File: src/varf_pkg.sv
// Package: constants and types shared by the residual filter modules.
`default_nettype none
package varf_pkg;
    localparam int CHANNELS  = 4;
    localparam int MAX_ORDER = 4;
    localparam int TAPS      = MAX_ORDER * CHANNELS;
    localparam int TABLE_SIZE = MAX_ORDER * CHANNELS * CHANNELS;
    localparam int CH_W      = $clog2(CHANNELS);
    localparam int LAG_W     = $clog2(MAX_ORDER);
    localparam int TAP_W     = $clog2(TAPS);
    localparam int IDX_W     = 6;
    localparam int SMP_W     = 16;
    localparam int COEF_W    = 16;
    localparam int RES_W     = 18;
    localparam int PROD_W    = SMP_W + COEF_W;
    localparam int ACC_W     = 40;
    localparam int FRAC_BITS = 14;
    localparam int RES_MAX   = 131071;
    localparam int RES_MIN   = -131072;

    localparam logic [0:0] REQ_LOAD   = 1'b0;
    localparam logic [0:0] REQ_SAMPLE = 1'b1;
    localparam logic [0:0] CFG_ORDER    = 1'b0;
    localparam logic [0:0] CFG_CHANNELS = 1'b1;

    typedef enum logic [1:0] {ST_IDLE, ST_RUN, ST_DONE} state_t;

    typedef struct packed {
        logic                 clear;   // load x*2^14 into accumulator
        logic                 enable;  // subtract one registered product from the accumulator
    } lane_ctrl_t;
endpackage
`default_nettype wire

File: src/varf_cell.sv
// One channel lane: coefficient row, registered product and accumulator.
`default_nettype none
module varf_cell (
    input  wire logic                               aclk,
    input  wire logic                               aresetn,
    input  wire varf_pkg::lane_ctrl_t               ctrl,
    input  wire logic                               coef_we,
    input  wire logic [varf_pkg::TAP_W-1:0]         coef_waddr,
    input  wire logic signed [varf_pkg::COEF_W-1:0] coef_wdata,
    input  wire logic [varf_pkg::TAP_W-1:0]         tap_addr,
    input  wire logic signed [varf_pkg::SMP_W-1:0]  x_in,
    input  wire logic signed [varf_pkg::SMP_W-1:0]  hist_in,
    output logic signed [varf_pkg::ACC_W-1:0]       acc_out
);
    import varf_pkg::*;
    // coefficients of this output channel, addressed lag*CHANNELS + in_ch
    logic signed [COEF_W-1:0] coef_reg [TAPS];
    logic signed [PROD_W-1:0] prod_reg;
    logic                     pen_reg;
    logic signed [ACC_W-1:0]  acc_reg, acc_next;

    always_comb begin
        acc_next = acc_reg;
        if (ctrl.clear) begin
            acc_next = ACC_W'(x_in) <<< FRAC_BITS;
        end else if (pen_reg) begin
            acc_next = acc_reg - ACC_W'(prod_reg);
        end
    end

    always_ff @(posedge aclk) begin
        if (!aresetn) begin
            for (int t = 0; t < TAPS; t++) coef_reg[t] <= '0;
            pen_reg <= 1'b0;
        end else begin
            if (coef_we) coef_reg[coef_waddr] <= coef_wdata;
            pen_reg <= ctrl.enable;
        end
        prod_reg <= coef_reg[tap_addr] * hist_in;
        acc_reg  <= acc_next;
    end
    assign acc_out = acc_reg;
endmodule
`default_nettype wire

File: config.mk
export PLATFORM = sky130hd
export DESIGN_NAME = varf_cell
export DESIGN_NICKNAME = d
export VERILOG_FILES = /design/src/varf_pkg.sv /design/src/varf_cell.sv
export SDC_FILE = /design/constraint.sdc
export NUM_CORES = 1
export LEC_CHECK = 0
export ABC_AREA = 1
export BUFFER_PORTS_ARGS = -buffer_cell sky130_fd_sc_hd__buf_2
export CORE_MARGIN = 5
export CORE_UTILIZATION = 30
export CTS_CLUSTER_SIZE = 20
export DETAILED_ROUTE_END_ITERATION = 10
export GPL_TIMING_DRIVEN = 0
export SLEW_MARGIN = 20
export SYNTH_ARGS = -nofsm -noshare
export SYNTH_HDL_FRONTEND = slang
export SYNTH_SLANG_ARGS = --single-unit
File: constraint.sdc
create_clock -name aclk -period 8.2 [get_ports aclk]
set_input_delay 1.23 -clock aclk [delete_from_list [all_inputs] [get_ports aclk]]
set_output_delay 1.23 -clock aclk [all_outputs]
set_load 0.05 [all_outputs]
==> results.yml, run 1 <==
cts:
  clock_sink_count: 329
  cts_buffers: 37
  htree_levels: 2
  cts_tree: "built"
  clkTransAtPathRegs_ns: 0.06
  clk_path_buf_depth: 3
  clk_latency_ns: 0.60
  root_buffer: "clkbuf_16"
timing:
  finalHoldViolCount: 0
  finalCritPeriodShare_pct: 94.59
  clock_skew_ns: 0.03839
  min_period_ns: 7.757
  whs_ns: 0.4999
  final-max-slew-violation-count: 0
  rsz0062_at_grt: "false"
  timing.fmax_mhz: 128.9
  setup_viol_count_final: 0
  relSlewSlack_pct: 37.49
  worst_pin_slew_ns: 0.9306
place:
  post-dp-hpwl_um: 63930
  portBuffers: 92
  gp_congestion: 0.9199
synthesis:
  avgSynthCellArea_sq_um: 8.425
  synth_nets: 3616
  ys_ff_latch: 329
  syn_inst: 3171
  ys_warn_count: 0
  seq_area_frac_synth_pct: 35.22
  synth_cell_types: 34
  synthesis.area_sq_um: 26710
global_route:
  antenna_found_initial: 11
  grt.busiest_layer: "met2"
  grt_max_degree: 29
  gr-total-overflow: 0
  globalRouteTotalUtil_pct: 16.76
  grt_use_met3_pct: 3.200
  grt_pass1_wl_um: 124000
  grt_pass1_vias: 21770
  met1_usage_pct: 21.25
  globalRouteMet2Util_pct: 29.04
status:
  outcome: "finished clean"
floorplan:
  start_util_pct: 30.23
  coreArea_sq_um: 88370
  pin_count: 101
  die_h_um: 308.4
  die_w_um: 308.4
  rows: 109
  die-area_sq_um: 95120
worst_setup_path:
  cp_top_family: "adder cells"
  critical_path_required_ns: 8.71
  cpPeakStageDelay_ns: 0.77
  arrival_ns: 8.26
  worst-path-buf-inv: 8
  crit_top_cell: "fa_1"
  endpoint_kind: "flip-flop"
  start_kind: "input port"
  path_max_fanout: 10
  cp_slowest_cell: "fa_2"
  path_class: "input port to flip-flop"
routing:
  num_vias: 21490
  avgViaCountPerCell: 4.774
  drc: 0
  wirelength_um: 80740
  avgRoutedWirePerCell_um: 17.93
  ant_nets: 0
  drtIter0Drc: 1606
  drtPass1Iterations: 5
job:
  maxCapViolCount: 0
final_layout:
  final_common_cell: "nor2_1"
  largest_reg_flops: 256
  nNetsFinal: 3747
  drive_gt1_share_pct: 7.269
  area_growth_pct: 12.47
  layout_common_cells: "nor2_1 (636), nand2_1 (616), inv_1 (549)"
min_path:
  hp-class: "flip-flop to flip-flop"
cells in the mapped netlist, drive strengths merged:
| cell type | instances | share of area [%] |
|---|---|---|
| nand2 | 641 | 9.2 |
| nor2 | 641 | 9.1 |
| inv | 565 | 7.9 |
| edfxtp | 282 | 32 |
| fa | 263 | 20 |
| o21ai | 162 | 3.0 |
| ha | 121 | 5.7 |
| nand3 | 92 | 1.7 |
| clkbuf | 68 | 0.96 |
| a21oi | 53 | 0.99 |
| dfxtp | 47 | 3.5 |
| buf | 46 | 1.1 |
| o221ai | 43 | 1.4 |
| o211ai | 23 | 0.65 |
| o22ai | 23 | 0.54 |
| xor2 | 21 | 0.69 |
| xnor2 | 19 | 0.62 |
| nand4 | 18 | 0.42 |
| nor3 | 12 | 0.22 |
| o21bai | 8 | 0.22 |
| nand3b | 7 | 0.20 |
| a21o | 6 | 0.17 |
| a31oi | 4 | 0.094 |
| a21boi | 2 | 0.056 |
| or2 | 2 | 0.047 |
| and3 | 1 | 0.023 |
| clkinv | 1 | 0.014 |
layer usage:
layer | up-vias | share of wire, %
met1 | 10320 | 41
li1 | 10220 | -
met2 | 798 | 48
met5 | - | 0.026
met3 | 158 | 8.0
met4 | 4 | 3.2
cells by family (layout without fill, tap and decap cells):
logic type      after synthesis  in the layout  share of synthesized area (%)
fa+ha+maj                   384            384                          25.38
flops                       329            329                          35.22
simple gates               1414           1414                          20.93
other cells                   0              8                              0
buf+inv                     680            838                          9.995
compound gates              324            324                          7.166
xor+xnor                     40             40                          1.311
final cells by class:
| class | instances | area, sq um |
|---|---|---|
| Antenna cell | 8 | 20.02 |
| Buffer | 114 | 546.8 |
| Clock buffer | 43 | 991.0 |
| Clock inverter | 23 | 399.1 |
| Fill cell | 9313 | 58330 |
| Inverter | 566 | 2125 |
| Multi-Input combinational cell | 2162 | 14640 |
| Sequential cell | 329 | 9409 |
| Tap cell | 1165 | 1458 |
| Timing Repair Buffer | 92 | 460.4 |
tightest hold or removal path, stage by stage (launching register included):
cell	delay, ns
dfxtp_1	0.34
nand2_1	0.07
nand2_1	0.05
per-stage QoR:
step	cells	setup TNS (ns)	instance area [sq um]	setup WS, ns	utilization, %
after detailed placement	4428	-3.830	28630	-0.3410	32.40
after global placement	4428	-3.840	28630	-0.3499	32.40
final	4502	0	30050	0.4434	34.00
after global routing	4497	0	30030	0.04323	33.98
after floorplan	3171	0	26710	1.092	-
after CTS	4494	0	30020	0.2653	33.97
final timing paths:
path | startpoint | to | slack, ns | depth (start not counted)
max | tap_addr[1] | prod_reg[24] | 0.44 | 25
min | acc_out[9] | acc_out[9] | 0.50 | 2
min reg2reg | acc_out[9] | acc_out[9] | 0.50 | 2
max reg2reg | coef_reg[13][15] | prod_reg[24] | 1.71 | 22
repair_timing:
| item | 4_1_cts | 5_1_grt |
|---|---|---|
| hold buffers | 0 | 0 |
| endpoints found under the setup margin | 0 | 12 |
| resized for setup | 0 | 3 |
| buffers inserted | 0 | 0 |
Power of run 1 is not shown: default switching activity piles up to over one toggle a cycle in this logic, so the estimate is an artifact.
==> inputs of run 2 (changes only) <==
--- a/config.mk
+++ b/config.mk
@@ -8,7 +8,7 @@
 export ABC_AREA = 1
 export BUFFER_PORTS_ARGS = -buffer_cell sky130_fd_sc_hd__buf_2
 export CORE_MARGIN = 5
-export CORE_UTILIZATION = 30
+export CORE_UTILIZATION = 39
 export CTS_CLUSTER_SIZE = 20
 export DETAILED_ROUTE_END_ITERATION = 10
 export GPL_TIMING_DRIVEN = 0
==> results.yml, run 2 (synthesis gave the netlist of run 1 again) <==
worst_setup_path:
  path_class: "input port to flip-flop"
  endpoint_kind: "flip-flop"
  regToRegSetupSlack_ns: 1.40
  arrival_ns: 8.38
  r2r.worst_path.cells: 24
  critical_path_required_ns: 8.64
  start_kind: "input port"
  r2r-start: "coef_reg[13][3]"
  path_max_fanout: 10
  r2r_end: "prod_reg[28]"
timing:
  finalHoldViolCount: 0
  rsz0062_at_grt: "false"
  final-max-slew-violation-count: 0
  timing.fmax_mhz: 125.8
  finalCritPeriodShare_pct: 96.92
  relSlewSlack_pct: 39.42
  setup_viol_count_final: 0
  min_period_ns: 7.947
  clock_skew_ns: 0.04167
  worst_pin_slew_ns: 0.9065
cts:
  htree_levels: 2
  clock_sink_count: 329
  cts_hold_buf: 0
  cts_setup_buffers: 0
  clk_path_buf_depth: 3
  root_buffer: "clkbuf_16"
  clk_latency_ns: 0.59
  cts_tree: "built"
  cts_buffers: 38
  clkTransAtPathRegs_ns: 0.05
min_path:
  hold-path-cell-count: 2
  min_from: "acc_out[2]"
  min_to: "acc_out[2]"
  hp-class: "flip-flop to flip-flop"
global_route:
  antenna_found_initial: 5
  grt_pass1_wl_um: 124900
  grt_pass1_vias: 21520
  gr-total-overflow: 0
  grt_max_degree: 29
  globalRouteTotalUtil_pct: 21.77
routing:
  drtIter0Drc: 2188
  ant_nets: 0
  wirelength_um: 81200
  num_vias: 21670
  avgRoutedWirePerCell_um: 19.27
  avgViaCountPerCell: 5.141
  drc: 0
  drtPass1Iterations: 6
floorplan:
  rows: 96
  die_h_um: 271.7
  die_w_um: 271.7
  start_util_pct: 39.16
  pin_count: 101
  coreArea_sq_um: 68230
  die-area_sq_um: 73830
final_layout:
  fin_util_pct: 43.21
  nNetsFinal: 3748
  drive_gt1_share_pct: 7.177
  final_common_cell: "nor2_1"
  layout_common_cells: "nor2_1 (636), nand2_1 (616), inv_1 (549)"
  area_growth_pct: 10.36
  design_area_sq_um: 29480
  largest_reg_flops: 256
place:
  portBuffers: 92
  placed_area_sq_um: 28280
  post-dp-hpwl_um: 64420
  gp_congestion: 0.9491
status:
  outcome: "finished clean"
job:
  maxCapViolCount: 0
run 2: final cells by class:
class | count | area (sq um)
sequential | 329 | 9409
fill | 6883 | 38740
clock inverter | 20 | 181.4
antenna | 2 | 5.005
inverter | 566 | 2125
tap | 882 | 1104
multi-input combinational | 2162 | 14640
buffer | 114 | 555.5
clock buffer | 47 | 1006
timing repair buffer | 92 | 460.4
run 2: critical path: stages:
cell and delay (ns):
buf_2 0.10, buf_2 0.30, clkbuf_1 0.50, o21ai_0 0.19
o221ai_1 0.35, nand3_1 0.17, nand2_1 0.31, inv_1 0.23
nor2_1 0.19, fa_1 0.43, inv_1 0.09, fa_1 0.47
fa_1 0.52, inv_1 0.05, fa_1 0.51, fa_1 0.50
inv_1 0.05, fa_1 0.58, inv_1 0.07, ha_1 0.38
nand2_1 0.13, nor2_1 0.17, inv_1 0.08, nor2_1 0.22
nand3_1 0.12, nand3_1 0.11, xor2_1 0.32
run 2: how the worst max path moves through the flow:
stage | startpoint | endpoint | slack [ns] | cells past startpoint
2_1_floorplan | tap_addr[0] | prod_reg[29] | 1.09 | 31
5_1_grt | tap_addr[1] | prod_reg[24] | 0.001 | 25
3_3_place_gp | tap_addr[2] | prod_reg[31] | -0.47 | 31
3_5_place_dp | tap_addr[2] | prod_reg[24] | -0.45 | 26
6_report | tap_addr[1] | prod_reg[28] | 0.25 | 27
4_1_cts | tap_addr[2] | prod_reg[24] | 0.10 | 26
run 2: through the flow:
stage	hold slack [ns]	instances	setup slack, ns	setup TNS [ns]
floorplan	0.5127	3171	1.092	0
global placement	0.4861	4145	-0.4745	-4.785
detailed placement	0.4930	4145	-0.4514	-4.296
CTS	0.5082	4212	0.1017	0
finish	0.4992	4214	0.2525	0
global route	0.5413	4212	0.001282	0
run 2: repair_timing:
action                                 CTS  global route
endpoints found under the hold margin    0             0
setup endpoints to repair                0            14
resized for setup                        0            16
run 2: metal layers:
| metal | global-route usage [%] | part of all wire, % | up-vias |
|---|---|---|---|
| li1 | - | - | 10220 |
| met1 | 30.68 | 44 | 10410 |
| met2 | 34.14 | 44 | 887 |
| met3 | 4.198 | 8.9 | 144 |
| met4 | 6.812 | 3.4 | 6 |
| met5 | 0 | 0.055 | - |
Power of run 2 is left out for the same reason.
==> inputs of run 3 (changes only) <==
--- a/config.mk
+++ b/config.mk
@@ -9,9 +9,12 @@
 export BUFFER_PORTS_ARGS = -buffer_cell sky130_fd_sc_hd__buf_2
 export CORE_MARGIN = 5
 export CORE_UTILIZATION = 39
+export CTS_CLUSTER_DIAMETER = 100
 export CTS_CLUSTER_SIZE = 20
 export DETAILED_ROUTE_END_ITERATION = 10
+export GPL_ROUTABILITY_DRIVEN = 0
 export GPL_TIMING_DRIVEN = 0
+export PLACE_DENSITY = 0.55
 export SLEW_MARGIN = 20
 export SYNTH_ARGS = -nofsm -noshare
 export SYNTH_HDL_FRONTEND = slang
==> results.yml, run 3 (synthesis gave the netlist of run 1 again) <==
status:
  outcome: "finished clean"
routing:
  avgRoutedWirePerCell_um: 19.29
  drc: 0
  drtIter0Drc: 1624
  avgViaCountPerCell: 5.061
  drtPass1Iterations: 5
  num_vias: 21130
  wirelength_um: 80560
  ant_nets: 0
final_layout:
  final_cells: 4176
  multi_input_area_sq_um: 14640
  antennaDiodeCount: 0
  fill_cells: 6985
  layout_common_cells: "nor2_1 (636), nand2_1 (616), inv_1 (549)"
  drive_gt1_share_pct: 6.618
  area_growth_pct: 8.487
  final_common_cell: "nor2_1"
  largest_reg_flops: 256
  seq_area_sq_um: 9409
  nNetsFinal: 3732
global_route:
  antenna_found_initial: 1
  grt_max_degree: 29
  gr-total-overflow: 0
  grt_pass1_vias: 21300
  grt_pass1_wl_um: 124400
  globalRouteTotalUtil_pct: 21.57
worst_setup_path:
  path_class: "input port to flip-flop"
  path_max_fanout: 10
  start_kind: "input port"
  critical_path_required_ns: 8.61
  arrival_ns: 8.39
  endpoint_kind: "flip-flop"
min_path:
  hp-class: "flip-flop to flip-flop"
place:
  post-dp-hpwl_um: 64440
  portBuffers: 92
  dp.cells: 4145
cts:
  root_buffer: "clkbuf_16"
  clkTransAtPathRegs_ns: 0.09
  clk_path_buf_depth: 3
  cts_setup_buffers: 0
  clock_sink_count: 329
  cts_buffers: 22
  htree_levels: 1
  cts_tree: "built"
  clk_latency_ns: 0.58
floorplan:
  die_w_um: 271.7
  pin_count: 101
  coreArea_sq_um: 68230
  die_h_um: 271.7
  rows: 96
  die-area_sq_um: 73830
  start_util_pct: 39.16
timing:
  final-max-slew-violation-count: 0
  setup_viol_count_final: 0
  relSlewSlack_pct: 36.28
  rsz0062_at_grt: "false"
  worst_pin_slew_ns: 0.9536
  clock_skew_ns: 0.04082
  finalHoldViolCount: 0
  finalCritPeriodShare_pct: 97.32
  timing.fmax_mhz: 125.3
  min_period_ns: 7.980
job:
  maxCapViolCount: 0
## run 3: changes by cell type in the layout (fill, tap and decap cells not counted), moves of 2 or more
cell / before / now
diode_2: 2 / 0
clkbuf_16: 39 / 23
clkbuf_1: 68 / 64
clkinv_2: 5 / 0
clkinv_1: 11 / 1
clkbuf_2: 8 / 6
inv_12: 0 / 2
## run 3: cell type report
| cell class | instances | share of cell area, % |
|---|---|---|
| Buffer | 114 | 1.908 |
| Clock inverter | 6 | 0.3799 |
| Tap cell | 882 | 3.808 |
| Multi-Input combinational cell | 2162 | 50.51 |
| Clock buffer | 25 | 2.012 |
| Inverter | 566 | 7.331 |
| Sequential cell | 329 | 32.47 |
| Timing Repair Buffer | 92 | 1.589 |
## run 3: stage by stage
step           hold WS [ns]  util [%]  area [sq um]  setup slack [ns]  setup TNS, ns
6_report             0.5146     42.48         28980            0.2199              0
4_1_cts              0.5180     42.47         28970           0.02250              0
3_3_place_gp         0.4969     41.45         28280           -0.6724         -8.017
2_1_floorplan        0.5127         -         26710             1.092              0
3_5_place_dp         0.5066     41.45         28280           -0.6157         -7.539
5_1_grt              0.5346     42.48         28980           0.04281              0
## run 3: final timing paths
kind / start / endpoint / slack, ns / depth (start not counted)
max: tap_addr[2] / prod_reg[31] / 0.22 / 27
min: acc_out[4] / acc_out[4] / 0.51 / 2
max reg2reg: coef_reg[13][14] / prod_reg[24] / 1.62 / 24
min reg2reg: acc_out[4] / acc_out[4] / 0.51 / 2
## run 3: worst max-delay path, cell delays in order
cell and delay [ns]:
buf_2 0.11, clkbuf_1 0.65, clkbuf_2 0.46, o221ai_1 0.22
nand3_1 0.17, nand2_1 0.22, inv_1 0.34, nor2_1 0.12
fa_1 0.60, inv_1 0.06, fa_1 0.46, fa_1 0.51
inv_1 0.05, fa_1 0.48, fa_1 0.49, inv_1 0.05
fa_1 0.56, inv_1 0.07, ha_1 0.37, nand2_1 0.09
nand2_1 0.11, a31oi_1 0.32, nand3_1 0.23, nand2_1 0.11
nand2_1 0.07, nand3_1 0.07, nand2_1 0.14
## run 3: layer usage
metal	vias to the layer above	wire (um)	GRT usage, %
met5	-	13	0
met2	634	36750	35.25
li1	10150	-	-
met1	10220	35920	29.98
met4	2	2625	6.061
met3	126	5246	3.341
## run 3: timing repair
action | CTS | global route
setup endpoints to repair | 1 | 14
hold buffers | 0 | 0
gates resized for setup | 1 | 11
Power of run 3 is left out for the same reason.
